==> config.mk <==
export PLATFORM = sky130hd
export DESIGN_NAME = srf_cell
export DESIGN_NICKNAME = d
export VERILOG_FILES = /design/src/sv/srf_pkg.sv /design/src/sv/srf_cell.sv
export SDC_FILE = /design/constraint.sdc
export NUM_CORES = 1
export LEC_CHECK = 0
export BUFFER_PORTS_ARGS = -buffer_cell sky130_fd_sc_hd__clkbuf_2
export CELL_PAD_IN_SITES_DETAIL_PLACEMENT = 2
export CELL_PAD_IN_SITES_GLOBAL_PLACEMENT = 2
export CORE_MARGIN = 1
export CORE_UTILIZATION = 28
export CTS_BUF_LIST = sky130_fd_sc_hd__clkbuf_4 sky130_fd_sc_hd__clkbuf_8 sky130_fd_sc_hd__clkbuf_16
export DETAILED_ROUTE_END_ITERATION = 10
export GPL_TIMING_DRIVEN = 0
export PLACE_DENSITY_LB_ADDON = 0.1
export SYNTH_ARGS = -nofsm -noshare
export SYNTH_HDL_FRONTEND = slang
export SYNTH_SLANG_ARGS = --single-unit
==> constraint.sdc <==
create_clock -name aclk -period 1.5 [get_ports aclk]
set_input_delay 0.225 -clock aclk [delete_from_list [all_inputs] [get_ports aclk]]
set_output_delay 0.225 -clock aclk [all_outputs]
set_load 0.005 [all_outputs]
==> src/sv/srf_pkg.sv <==
// Shared types and constants for the symmetric row FIR.
`timescale 1ns / 1ps
package srf_pkg;

    localparam int PIX_W     = 8;
    localparam int NUM_CH    = 3;
    localparam int COEF_W    = 16;
    localparam int PAIR_W    = PIX_W + 1;
    localparam int PROD_W    = COEF_W + PAIR_W + 1;
    localparam int NUM_DIST  = 4;
    localparam int REG_IDX_W = 3;

    // Register map
    localparam logic [REG_IDX_W-1:0] REG_CENTER = 3'd0;
    localparam logic [REG_IDX_W-1:0] REG_DIST1  = 3'd1;
    localparam logic [REG_IDX_W-1:0] REG_DIST2  = 3'd2;
    localparam logic [REG_IDX_W-1:0] REG_DIST3  = 3'd3;
    localparam logic [REG_IDX_W-1:0] REG_DIST4  = 3'd4;

    localparam logic signed [COEF_W-1:0] CENTER_RESET = 16'sd16384;

    typedef logic [PIX_W-1:0] chan_t;
    // Channel 0 red in the low byte, then green, then blue.
    typedef logic [NUM_CH-1:0][PIX_W-1:0] pix_t;
    typedef logic signed [COEF_W-1:0] coef_t;
    typedef logic signed [PROD_W-1:0] prod_t;

endpackage

==> src/sv/srf_cell.sv <==
// One window cell: holds a pixel, loads from its neighbor or the row start fill.
`timescale 1ns / 1ps
module srf_cell (
    input  logic         aclk,
    input  logic         en,
    input  logic         fill,
    input  srf_pkg::pix_t fill_px,
    input  srf_pkg::pix_t d_in,
    output srf_pkg::pix_t q
);

    srf_pkg::pix_t px_reg;
    srf_pkg::pix_t px_next;

    // Row start replicates the first pixel across the whole window
    always_comb begin
        px_next = fill ? fill_px : d_in;
    end

    always_ff @(posedge aclk) begin
        if (en) begin
            px_reg <= px_next;
        end
    end

    assign q = px_reg;

endmodule

Word-level counts from Yosys, hierarchy flattened --
Index checks and enable logic that the tools add are counted. Widths: inputs -> output; s select.
Storage, ports and cells: word-level logic and storage cells 4, output and inout port bits 24, register bits after elaboration 24
Cells by class: muxes and demuxes 1
Operator list (count):
- $mux 24 | 1

Longest topological paths before layout --
depth after elaboration 1, mapped depth 3, mapped depth without buffers 1

Least setup slack after synthesis --
OpenSTA, ideal clock, no wires.
kind input to register, start input fill, end register px_reg, in the netlist q[10] (data pin), path slack 476 ps, stages on the path 3, data required time 1240 ps, arrival time 763 ps, cells stage by stage buf_6 -> buf_12 -> mux2_4
RTL lines:
- start: declaration | RTL line srf_cell.sv:6 | input logic fill,
- end signal: assignment | RTL line srf_cell.sv:22 | px_reg <= px_next;
- end: declaration | RTL line srf_cell.sv:12 | srf_pkg::pix_t px_reg;

Final worst setup path --
start register px_reg, in the netlist q[14], end output q[14] in the netlist's numbering
RTL lines:
- end: declaration | RTL line srf_cell.sv:9 | output srf_pkg::pix_t q
No word-level cell between the ends.

==> metrics.csv <==
stage,metric,value,unit
status,status,"finished, final reports clean",
setup_path,CP Capture Type,output port,
setup_path,Worst path max stage delay,0.39,ns
clock_tree,Clock Sinks,24,
grt,via count of the first global-routing pass,843,
setup_path,Crit-path slowest cell,edfxtp_1,
synth,Synth area leaders,"edfxtp_1 (65%), mux2_4 (27%), mux2_2 (4.0%)",
synth,multiplexer share of the synthesized area,30.9,%
die,Cell Rows,22,
clock_tree,CTS buffer count,3,
hold_path,worst hold path type,input pin to flip-flop,
setup_path,CP Max Fanout,1,
final_layout,area occupied by registers,721,sq um
synth,"EDFF count, synth",24,
placed_design,port bufs,73,
synth,sequential-to-total area share from yosys stat,64.5,%
synth,area share of the leading cell type in the synthesized netlist,64.5,%
placed_design,placed inst area,1540,sq um
final_layout,Antenna Cells,0,
sta,Final Cycle Share,66.8,%
setup_path,CP startpoint kind,flip-flop,
grt,GRT Resource Usage Total,12.4,%
grt,first-pass GRT wire length,3930,um
sta,Slew Limit Fails,0,
synth,simple logic cell fraction of the synthesized area,0,%
sta,unrepaired setup endpoints after global routing,false,
synth,xor and xnor area share after synthesis,0,%
run,MaxCap Viol Count,0,
synth,largest family of logic cells by synthesized area,multiplexers,
sta,setup TNS,0,ns
synth,Synth cell types,5,
sta,"Hold Violations, Final",0,
detailed_routing,drt wl/cell,14.3,um
grt,grt ovf,0,
detailed_routing,via count,751,
die,DIE AREA,4250,sq um
detailed_routing,Vias/cell,4.27,
power_and_ir_drop,Max IR drop VDD,0.363,mV
die,I/O pin count,75,
die,die height,65.2,um
synth,Synth area leader,edfxtp_1,
synth,synthesized flop and latch total,24,
power_and_ir_drop,Pwr per Cell Area,1020,nW/um^2
synth,mean area per synthesized cell,21.9,sq um
die,initial core utilization,29.8,%
final_layout,share of cells above drive strength 1,81.3,%
grt,initial antenna violation count,0,
setup_path,Crit path required time,1.27,ns
detailed_routing,drc violations,0,
detailed_routing,drt first pass iters,2,
setup_path,Crit path buffers/inverters,1,
synth,adder-cell share of the synthesized area,0,%
power_and_ir_drop,Leak,0.779,nW
final_layout,Syn-to-layout area delta,44.5,%
sta,Max-slew headroom,59.2,%
detailed_routing,Antenna Violating Nets Remaining,0,
sta,measured slew at the worst slew-check pin,0.613,ns
placed_design,GPL Wtd Cong,0.646,
clock_tree,Post CTS Setup Buffer Count,0,
setup_path,WS Path Type,flip-flop to output port,
synth,Post-synth top cells,"edfxtp_1 (24), mux2_4 (20), mux2_2 (4), buf_12 (2), buf_6 (1)",
clock_tree,CTS tree,yes,
setup_path,Critical Path AT,0.78,ns
clock_tree,H-tree lvl count,1,
die,Die Width,65.2,um
clock_tree,Post-CTS Resized,0,
detailed_routing,Initial DRC Count,37,
synth,ys flop type,edfxtp_1,
sta,f_max,998,MHz
clock_tree,CTS root buf,clkbuf_8,
final_layout,multi-input logic area,345,sq um
synth,Ys Warns,0,
synth,Mapped Area,1120,sq um
synth,most numerous cell in the Yosys netlist,edfxtp_1,
detailed_routing,Routed Wire Length,2520,um
die,core area,3740,sq um
setup_path,worst-path cell chain,clkbuf_2,
sta,minimum clock period,1.00,ns
placed_design,hpwl dp,2040,um
final_layout,post-route design area,1610,sq um
synth,syn_nets,102,
synth,Post-Syn Instances,51,
synth,Compound-Gate Fraction of Synth Area,0,%
clock_tree,Post-CTS Hold Fix Bufs,0,
clock_tree,Clock Path Buffers,2,
clock_tree,clk slew on worst S/H paths,0.09,ns
final_layout,max FFs per register,24,
final_layout,# fillers,407,
sta,final setup fails,0,
grt,largest net degree at the start of global routing,25,
setup_path,"CP delay by family, top",flip-flops,
synth,Synth async-reset ratio,0,%
final_layout,nets,180,
==> cell families after synthesis <==
logic type	count (synthesis)
buffers and inverters	3
DFF	24
muxes	24
==> layout make-up <==
| type | instances | share of cell area, % |
|---|---|---|
| buffer | 3 | 3.18 |
| clock buffer | 3 | 2.56 |
| clock inverter | 1 | 1.86 |
| multi-input combinational | 24 | 21.4 |
| sequential | 24 | 44.7 |
| tap | 48 | 3.72 |
| timing repair buffer | 73 | 22.6 |
==> metrics by stage <==
step	util (%)	hold WS, ns	cells	power (mW)	setup slack, ns
after floorplan	-	0.337	51	0.956	0.476
after global placement	41.2	0.527	172	1.09	0.411
after detailed placement	41.2	0.530	172	1.11	0.383
after CTS	43.1	0.251	176	1.67	0.470
after global routing	43.1	0.250	176	1.72	0.445
final	43.1	0.258	176	1.65	0.498
==> placed cells by master, fill, tap and decap left out <==
cell type and instances:
buf_6 1, clkbuf_8 3, bufinv_16 1, edfxtp_1 24, mux2_4 20, buf_12 2, clkbuf_2 73, mux2_2 4
==> power by group <==
| group | switching (mW) | leakage, nW | internal, mW | total (mW) |
|---|---|---|---|---|
| Clock | 0.207 | 0.0357 | 0.356 | 0.563 |
| Sequential | 0.0164 | 0.235 | 0.810 | 0.827 |
| Combinational | 0.0926 | 0.508 | 0.164 | 0.257 |
==> worst paths after layout <==
path                    start     to  slack [ns]  depth (start not counted)
setup / recovery        q[14]  q[14]        0.50                          1
hold / removal    fill_px[19]  q[19]        0.26                          2
==> layer usage <==
layer | track usage (%) | routed length, um | up-vias
met1 | 13.3 | 896 | 363
met2 | 23.1 | 1410 | 34
li1 | - | - | 352
met4 | 4.08 | 19 | 0
met3 | 3.47 | 192 | 2
met5 | 0 | 0 | -
No activity file was read; power rests on OpenSTA's default activity.
