### config.mk
export PLATFORM = sky130hd
export DESIGN_NAME = srf_tap
export DESIGN_NICKNAME = d
export VERILOG_FILES = /design/src/sv/srf_pkg.sv /design/src/sv/srf_tap.sv
export SDC_FILE = /design/constraint.sdc
export NUM_CORES = 1
export LEC_CHECK = 0
export BUFFER_PORTS_ARGS = -buffer_cell sky130_fd_sc_hd__buf_2
export CAP_MARGIN = 20
export CORE_ASPECT_RATIO = 0.8
export CORE_MARGIN = 3
export CORE_UTILIZATION = 45
export DETAILED_ROUTE_END_ITERATION = 10
export PLACE_DENSITY = 0.7
export REMOVE_ABC_BUFFERS = 1
export SYNTH_ARGS = -nofsm -noshare
export SYNTH_HDL_FRONTEND = slang
export SYNTH_SLANG_ARGS = --single-unit
### constraint.sdc
create_clock -name aclk -period 13.8 [get_ports aclk]
set_clock_uncertainty 0.1 [all_clocks]
set_input_delay 0 -clock aclk [delete_from_list [all_inputs] [get_ports aclk]]
set_output_delay 0 -clock aclk [all_outputs]
set_load 0.05 [all_outputs]
### src/sv/srf_pkg.sv
// Shared types and constants for the symmetric row FIR.
`timescale 1ns / 1ps
package srf_pkg;

    localparam int PIX_W     = 8;
    localparam int NUM_CH    = 3;
    localparam int COEF_W    = 16;
    localparam int PAIR_W    = PIX_W + 1;
    localparam int PROD_W    = COEF_W + PAIR_W + 1;
    localparam int NUM_DIST  = 4;
    localparam int REG_IDX_W = 3;

    // Register map
    localparam logic [REG_IDX_W-1:0] REG_CENTER = 3'd0;
    localparam logic [REG_IDX_W-1:0] REG_DIST1  = 3'd1;
    localparam logic [REG_IDX_W-1:0] REG_DIST2  = 3'd2;
    localparam logic [REG_IDX_W-1:0] REG_DIST3  = 3'd3;
    localparam logic [REG_IDX_W-1:0] REG_DIST4  = 3'd4;

    localparam logic signed [COEF_W-1:0] CENTER_RESET = 16'sd16384;

    typedef logic [PIX_W-1:0] chan_t;
    // Channel 0 red in the low byte, then green, then blue.
    typedef logic [NUM_CH-1:0][PIX_W-1:0] pix_t;
    typedef logic signed [COEF_W-1:0] coef_t;
    typedef logic signed [PROD_W-1:0] prod_t;

endpackage

### src/sv/srf_tap.sv
// One filter tap: adds a symmetric pixel pair and weights it, per channel.
`timescale 1ns / 1ps
module srf_tap (
    input  logic          aclk,
    input  logic          en,
    input  srf_pkg::coef_t coef,
    input  srf_pkg::pix_t  near_px,
    input  srf_pkg::pix_t  far_px,
    output srf_pkg::prod_t prod [srf_pkg::NUM_CH]
);

    srf_pkg::prod_t prod_reg  [srf_pkg::NUM_CH];
    srf_pkg::prod_t prod_next [srf_pkg::NUM_CH];

    // Pair sum is unsigned 9 bits; widen with a zero for the signed multiply
    always_comb begin
        logic [srf_pkg::PAIR_W-1:0] pair;
        for (int c = 0; c < srf_pkg::NUM_CH; c++) begin
            pair = {1'b0, near_px[c]} + {1'b0, far_px[c]};
            prod_next[c] = coef * $signed({1'b0, pair});
        end
    end

    always_ff @(posedge aclk) begin
        if (en) begin
            for (int c = 0; c < srf_pkg::NUM_CH; c++) begin
                prod_reg[c] <= prod_next[c];
            end
        end
    end

    assign prod = prod_reg;

endmodule

Word-level counts from Yosys, hierarchy flattened

Cells that the tools add are included.

Bits in registers: 78
Bits of input ports: 66
Output and inout port bits: 78
Word-level logic and storage cells: 9

Add/subtract/negate cells: 3
Multiply operators: 3

Operator list:

| operator                     | number |
|---|---|
| multiplier 16 x 10 -> 26 bit | 3 |
| adder 8 x 8 -> 9 bit         | 3 |

Longest topological paths before layout

Depth after elaboration: 2
Gate-level depth with buffers: 29

Worst setup path after synthesis

OpenSTA, ideal clock, no wires.

Path kind: in2reg
From: in near_px[8] in the netlist's numbering
To: reg prod_reg (netlist bit prod[48]) (data pin)
Setup time: 263 ps
Arrival: 5771 ps
Setup slack: 7667 ps
Cell stages on the path: 27
Path buffers: 1
Cells stage by stage: ha_1 > inv_1 > fa_1 > nor2b_1 > o21ai_0 > a21boi_0 > o21ai_0 > nor3b_1 > nor2_1 > buf_2 > nand2_1 > fa_1 > fa_1 > inv_1 > fa_1 > fa_1 > inv_1 > fa_1 > inv_1 > ha_1 > a21oi_1 > o21ai_1 > a31o_1 > a211o_1 > a221o_1 > a21oi_2 > xnor2_1

RTL lines:

| item                            | line          | source |
|---|---|---|
| from (decl)                     | srf_tap.sv:7  | `input srf_pkg::pix_t near_px,` |
| to (signal, indexed assignment) | srf_tap.sv:27 | `prod_reg[c] <= prod_next[c];` |
| to (decl)                       | srf_tap.sv:12 | `srf_pkg::prod_t prod_reg [srf_pkg::NUM_CH];` |

==> metrics.md <==
| Metric | Value |
|---|---|
| Post-synth EDFFs | `78` |
| GR Overflow Total | `0` |
| Root buffer cell | `clkbuf_16` |
| Die H | `197 um` |
| Seq/Total Area, Yosys | `11.4%` |
| GPL Wtd Cong | `0.891` |
| TritonRoute pass-1 iters | `5` |
| Clock transition at the registers of the reported paths | `0.07 ns` |
| Commonest non-fill, non-tap cell in the layout | `inv_1` |
| Yosys top cell by area | `fa_1` |
| Final setup TNS | `0 ns` |
| Largest family of logic cells by synthesized area | `adder cells` |
| Overall routing resource usage | `20.8%` |
| Maximum capacitance violations | `0` |
| Slowest CP cell | `nor2_1` |
| Final setup violation count | `0` |
| WL final | `47400 um` |
| Pin count of the biggest net entering global routing | `61` |
| DP HPWL | `37100 um` |
| Commonest non-fill, non-tap cells in the layout | `inv_1 (488), fa_1 (369), nand2_1 (239)` |
| Initial DRC count | `751` |
| First-pass GRT wire length | `80700 um` |
| Worst Path Arrival | `7.07 ns` |
| Vias/cell | `5.18` |
| Slew at the pin closest to its max-slew limit | `1.06 ns` |
| Post-CTS setup buffer count | `0` |
| Simple-gate share of the synthesized area | `14.0%` |
| CTS Buf Count | `9` |
| Yosys warns | `0` |
| Row count | `69` |
| Post-CTS resize count | `0` |
| Io pins | `144` |
| Post-synthesis mux area share | `2.55%` |
| DIE WIDTH | `245 um` |
| CP Launch Type | `input port` |
| Slowest cell delay on critical path | `0.79 ns` |
| Hold path startpoint | `coef[0]` |
| Compound-Gate Fraction of Synth Area | `10.1%` |
| Buffers added on ports | `143` |
| N_diodes | `0` |
| Status | `complete, no violations` |
| Final Hold Slack | `0.212 ns` |
| Post-synth ARST share | `0%` |
| Crit path kind | `input port to flip-flop` |
| Die ar. | `48200 um2` |
| CP most frequent cell | `fa_1` |
| CP endpoint kind | `flip-flop` |
| Post-synthesis cell type count | `70` |
| Synth Area in XOR/XNOR | `3.27%` |
| Crit path buffers/inverters | `5` |
| Yosys reg bits | `78` |
| Fmax | `142 MHz` |
| Delay-heaviest family, CP | `adder cells` |
| Routed len/inst | `16.3 um` |
| Area grow syn2layout | `7.56%` |
| Max_slew headroom | `28.7%` |
| Post-synth top area share | `36.0%` |
| Fin crit period | `7.03 ns` |
| Ratio of cells with drive above 1 in the final layout | `9.04%` |
| Initial core utilization | `45.9%` |
| Synthesized cell area | `20500 um2` |
| Final number of hold-violating endpoints | `0` |
| Fin nets | `2926` |
| Clock Sinks | `78` |
| Post-Synth Adder-Cell Area | `47.9%` |
| Core ar. | `44700 um2` |
| Initial antenna violation count | `0` |
| Synth Flop Type | `edfxtp_1` |
| H-Tree Depth | `3` |
| Max reg flops | `78` |
| Syn avg cell area | `9.24 um2` |
| RSZ-0062 raised after global routing | `false` |
| Vias in the first global route | `16200` |
| Top post-synthesis cells by area | `fa_1 (36%), ha_1 (12%), edfxtp_1 (11%), inv_1 (8.9%), nand2_1 (4.4%)` |
| Slew Viols, Final | `0` |
| CTS tree | `yes` |
| Crit. Startpoint | `near_px[8]` |
| Tcrit/Tclk final | `51.0%` |
| Worst-path maximum fanout | `16` |
| Final antenna-violating net count | `0` |
| Hold_buf cts | `1` |
| DRC | `0` |
| Syn Inst Count | `2221` |
| Clock tree buffer depth | `2` |
| Hold crit path type | `input port to flip-flop` |
| CP required | `13.84 ns` |
| Via total after detailed routing | `15000` |
-- stage by stage --
step	cell area, um2	std cells	utilization [%]	worst slack, ns
2_1_floorplan	20100	2126	-	7.56
4_1_cts	22100	2901	49.3	6.85
6_report	22100	2904	49.4	6.77
3_5_place_dp	21700	2884	48.6	6.45
3_3_place_gp	21700	2884	48.6	6.60
5_1_grt	22100	2904	49.4	6.13
-- cell type report --
cell class | instances | area [um2]
clock buffers | 10 | 229
clock inverters | 6 | 68.8
fillers | 4178 | 22600
inverters | 488 | 1830
multi-input cells | 1560 | 16000
flip-flops and latches | 78 | 2340
well taps | 603 | 754
repair buffers | 159 | 847
-- per-layer routing --
metal / GRT usage (%) / wire (um) / vias to the layer above
met3: 3.96 / 2670 / 68
met4: 6.03 / 1080 / 0
met5: 0 / 0 / -
li1: - / - / 7036
met2: 34.9 / 22500 / 386
met1: 27.6 / 21200 / 7540
-- final timing paths --
| check | cells after the start | endpoint | slack [ns] |
|---|---|---|---|
| worst max-delay path | 26 | prod[49]$_DFFE_PP_ | 6.77 |
| worst min-delay path | 2 | prod[0]$_DFFE_PP_ | 0.21 |
-- cell usage after synthesis, types with 10 or more instances --
library cell,count
a21o_1,25
o21a_1,10
a21boi_0,53
a21oi_1,62
nand2_1,239
o21bai_1,10
and2_1,135
nand2b_1,90
nand3_1,16
o21ai_1,13
xnor2_1,61
mux2i_1,49
o21ai_0,34
nor2_1,41
nor2b_1,13
clkbuf_1,87
edfxtp_1,78
ha_1,195
a211oi_1,11
nor3_1,15
o211ai_1,14
fa_1,369
xor2_1,13
inv_1,488
-- cells by family (layout without fill, tap and decap cells) --
group	Yosys count	count (layout)
buf+inv	583	663
simple gates	575	575
fa+ha+maj	564	564
compound gates	294	294
flops	78	78
xor+xnor	75	75
mux	52	52
Power is not shown: default switching activity piles up to over one toggle a cycle in this logic, so the estimate is an artifact.
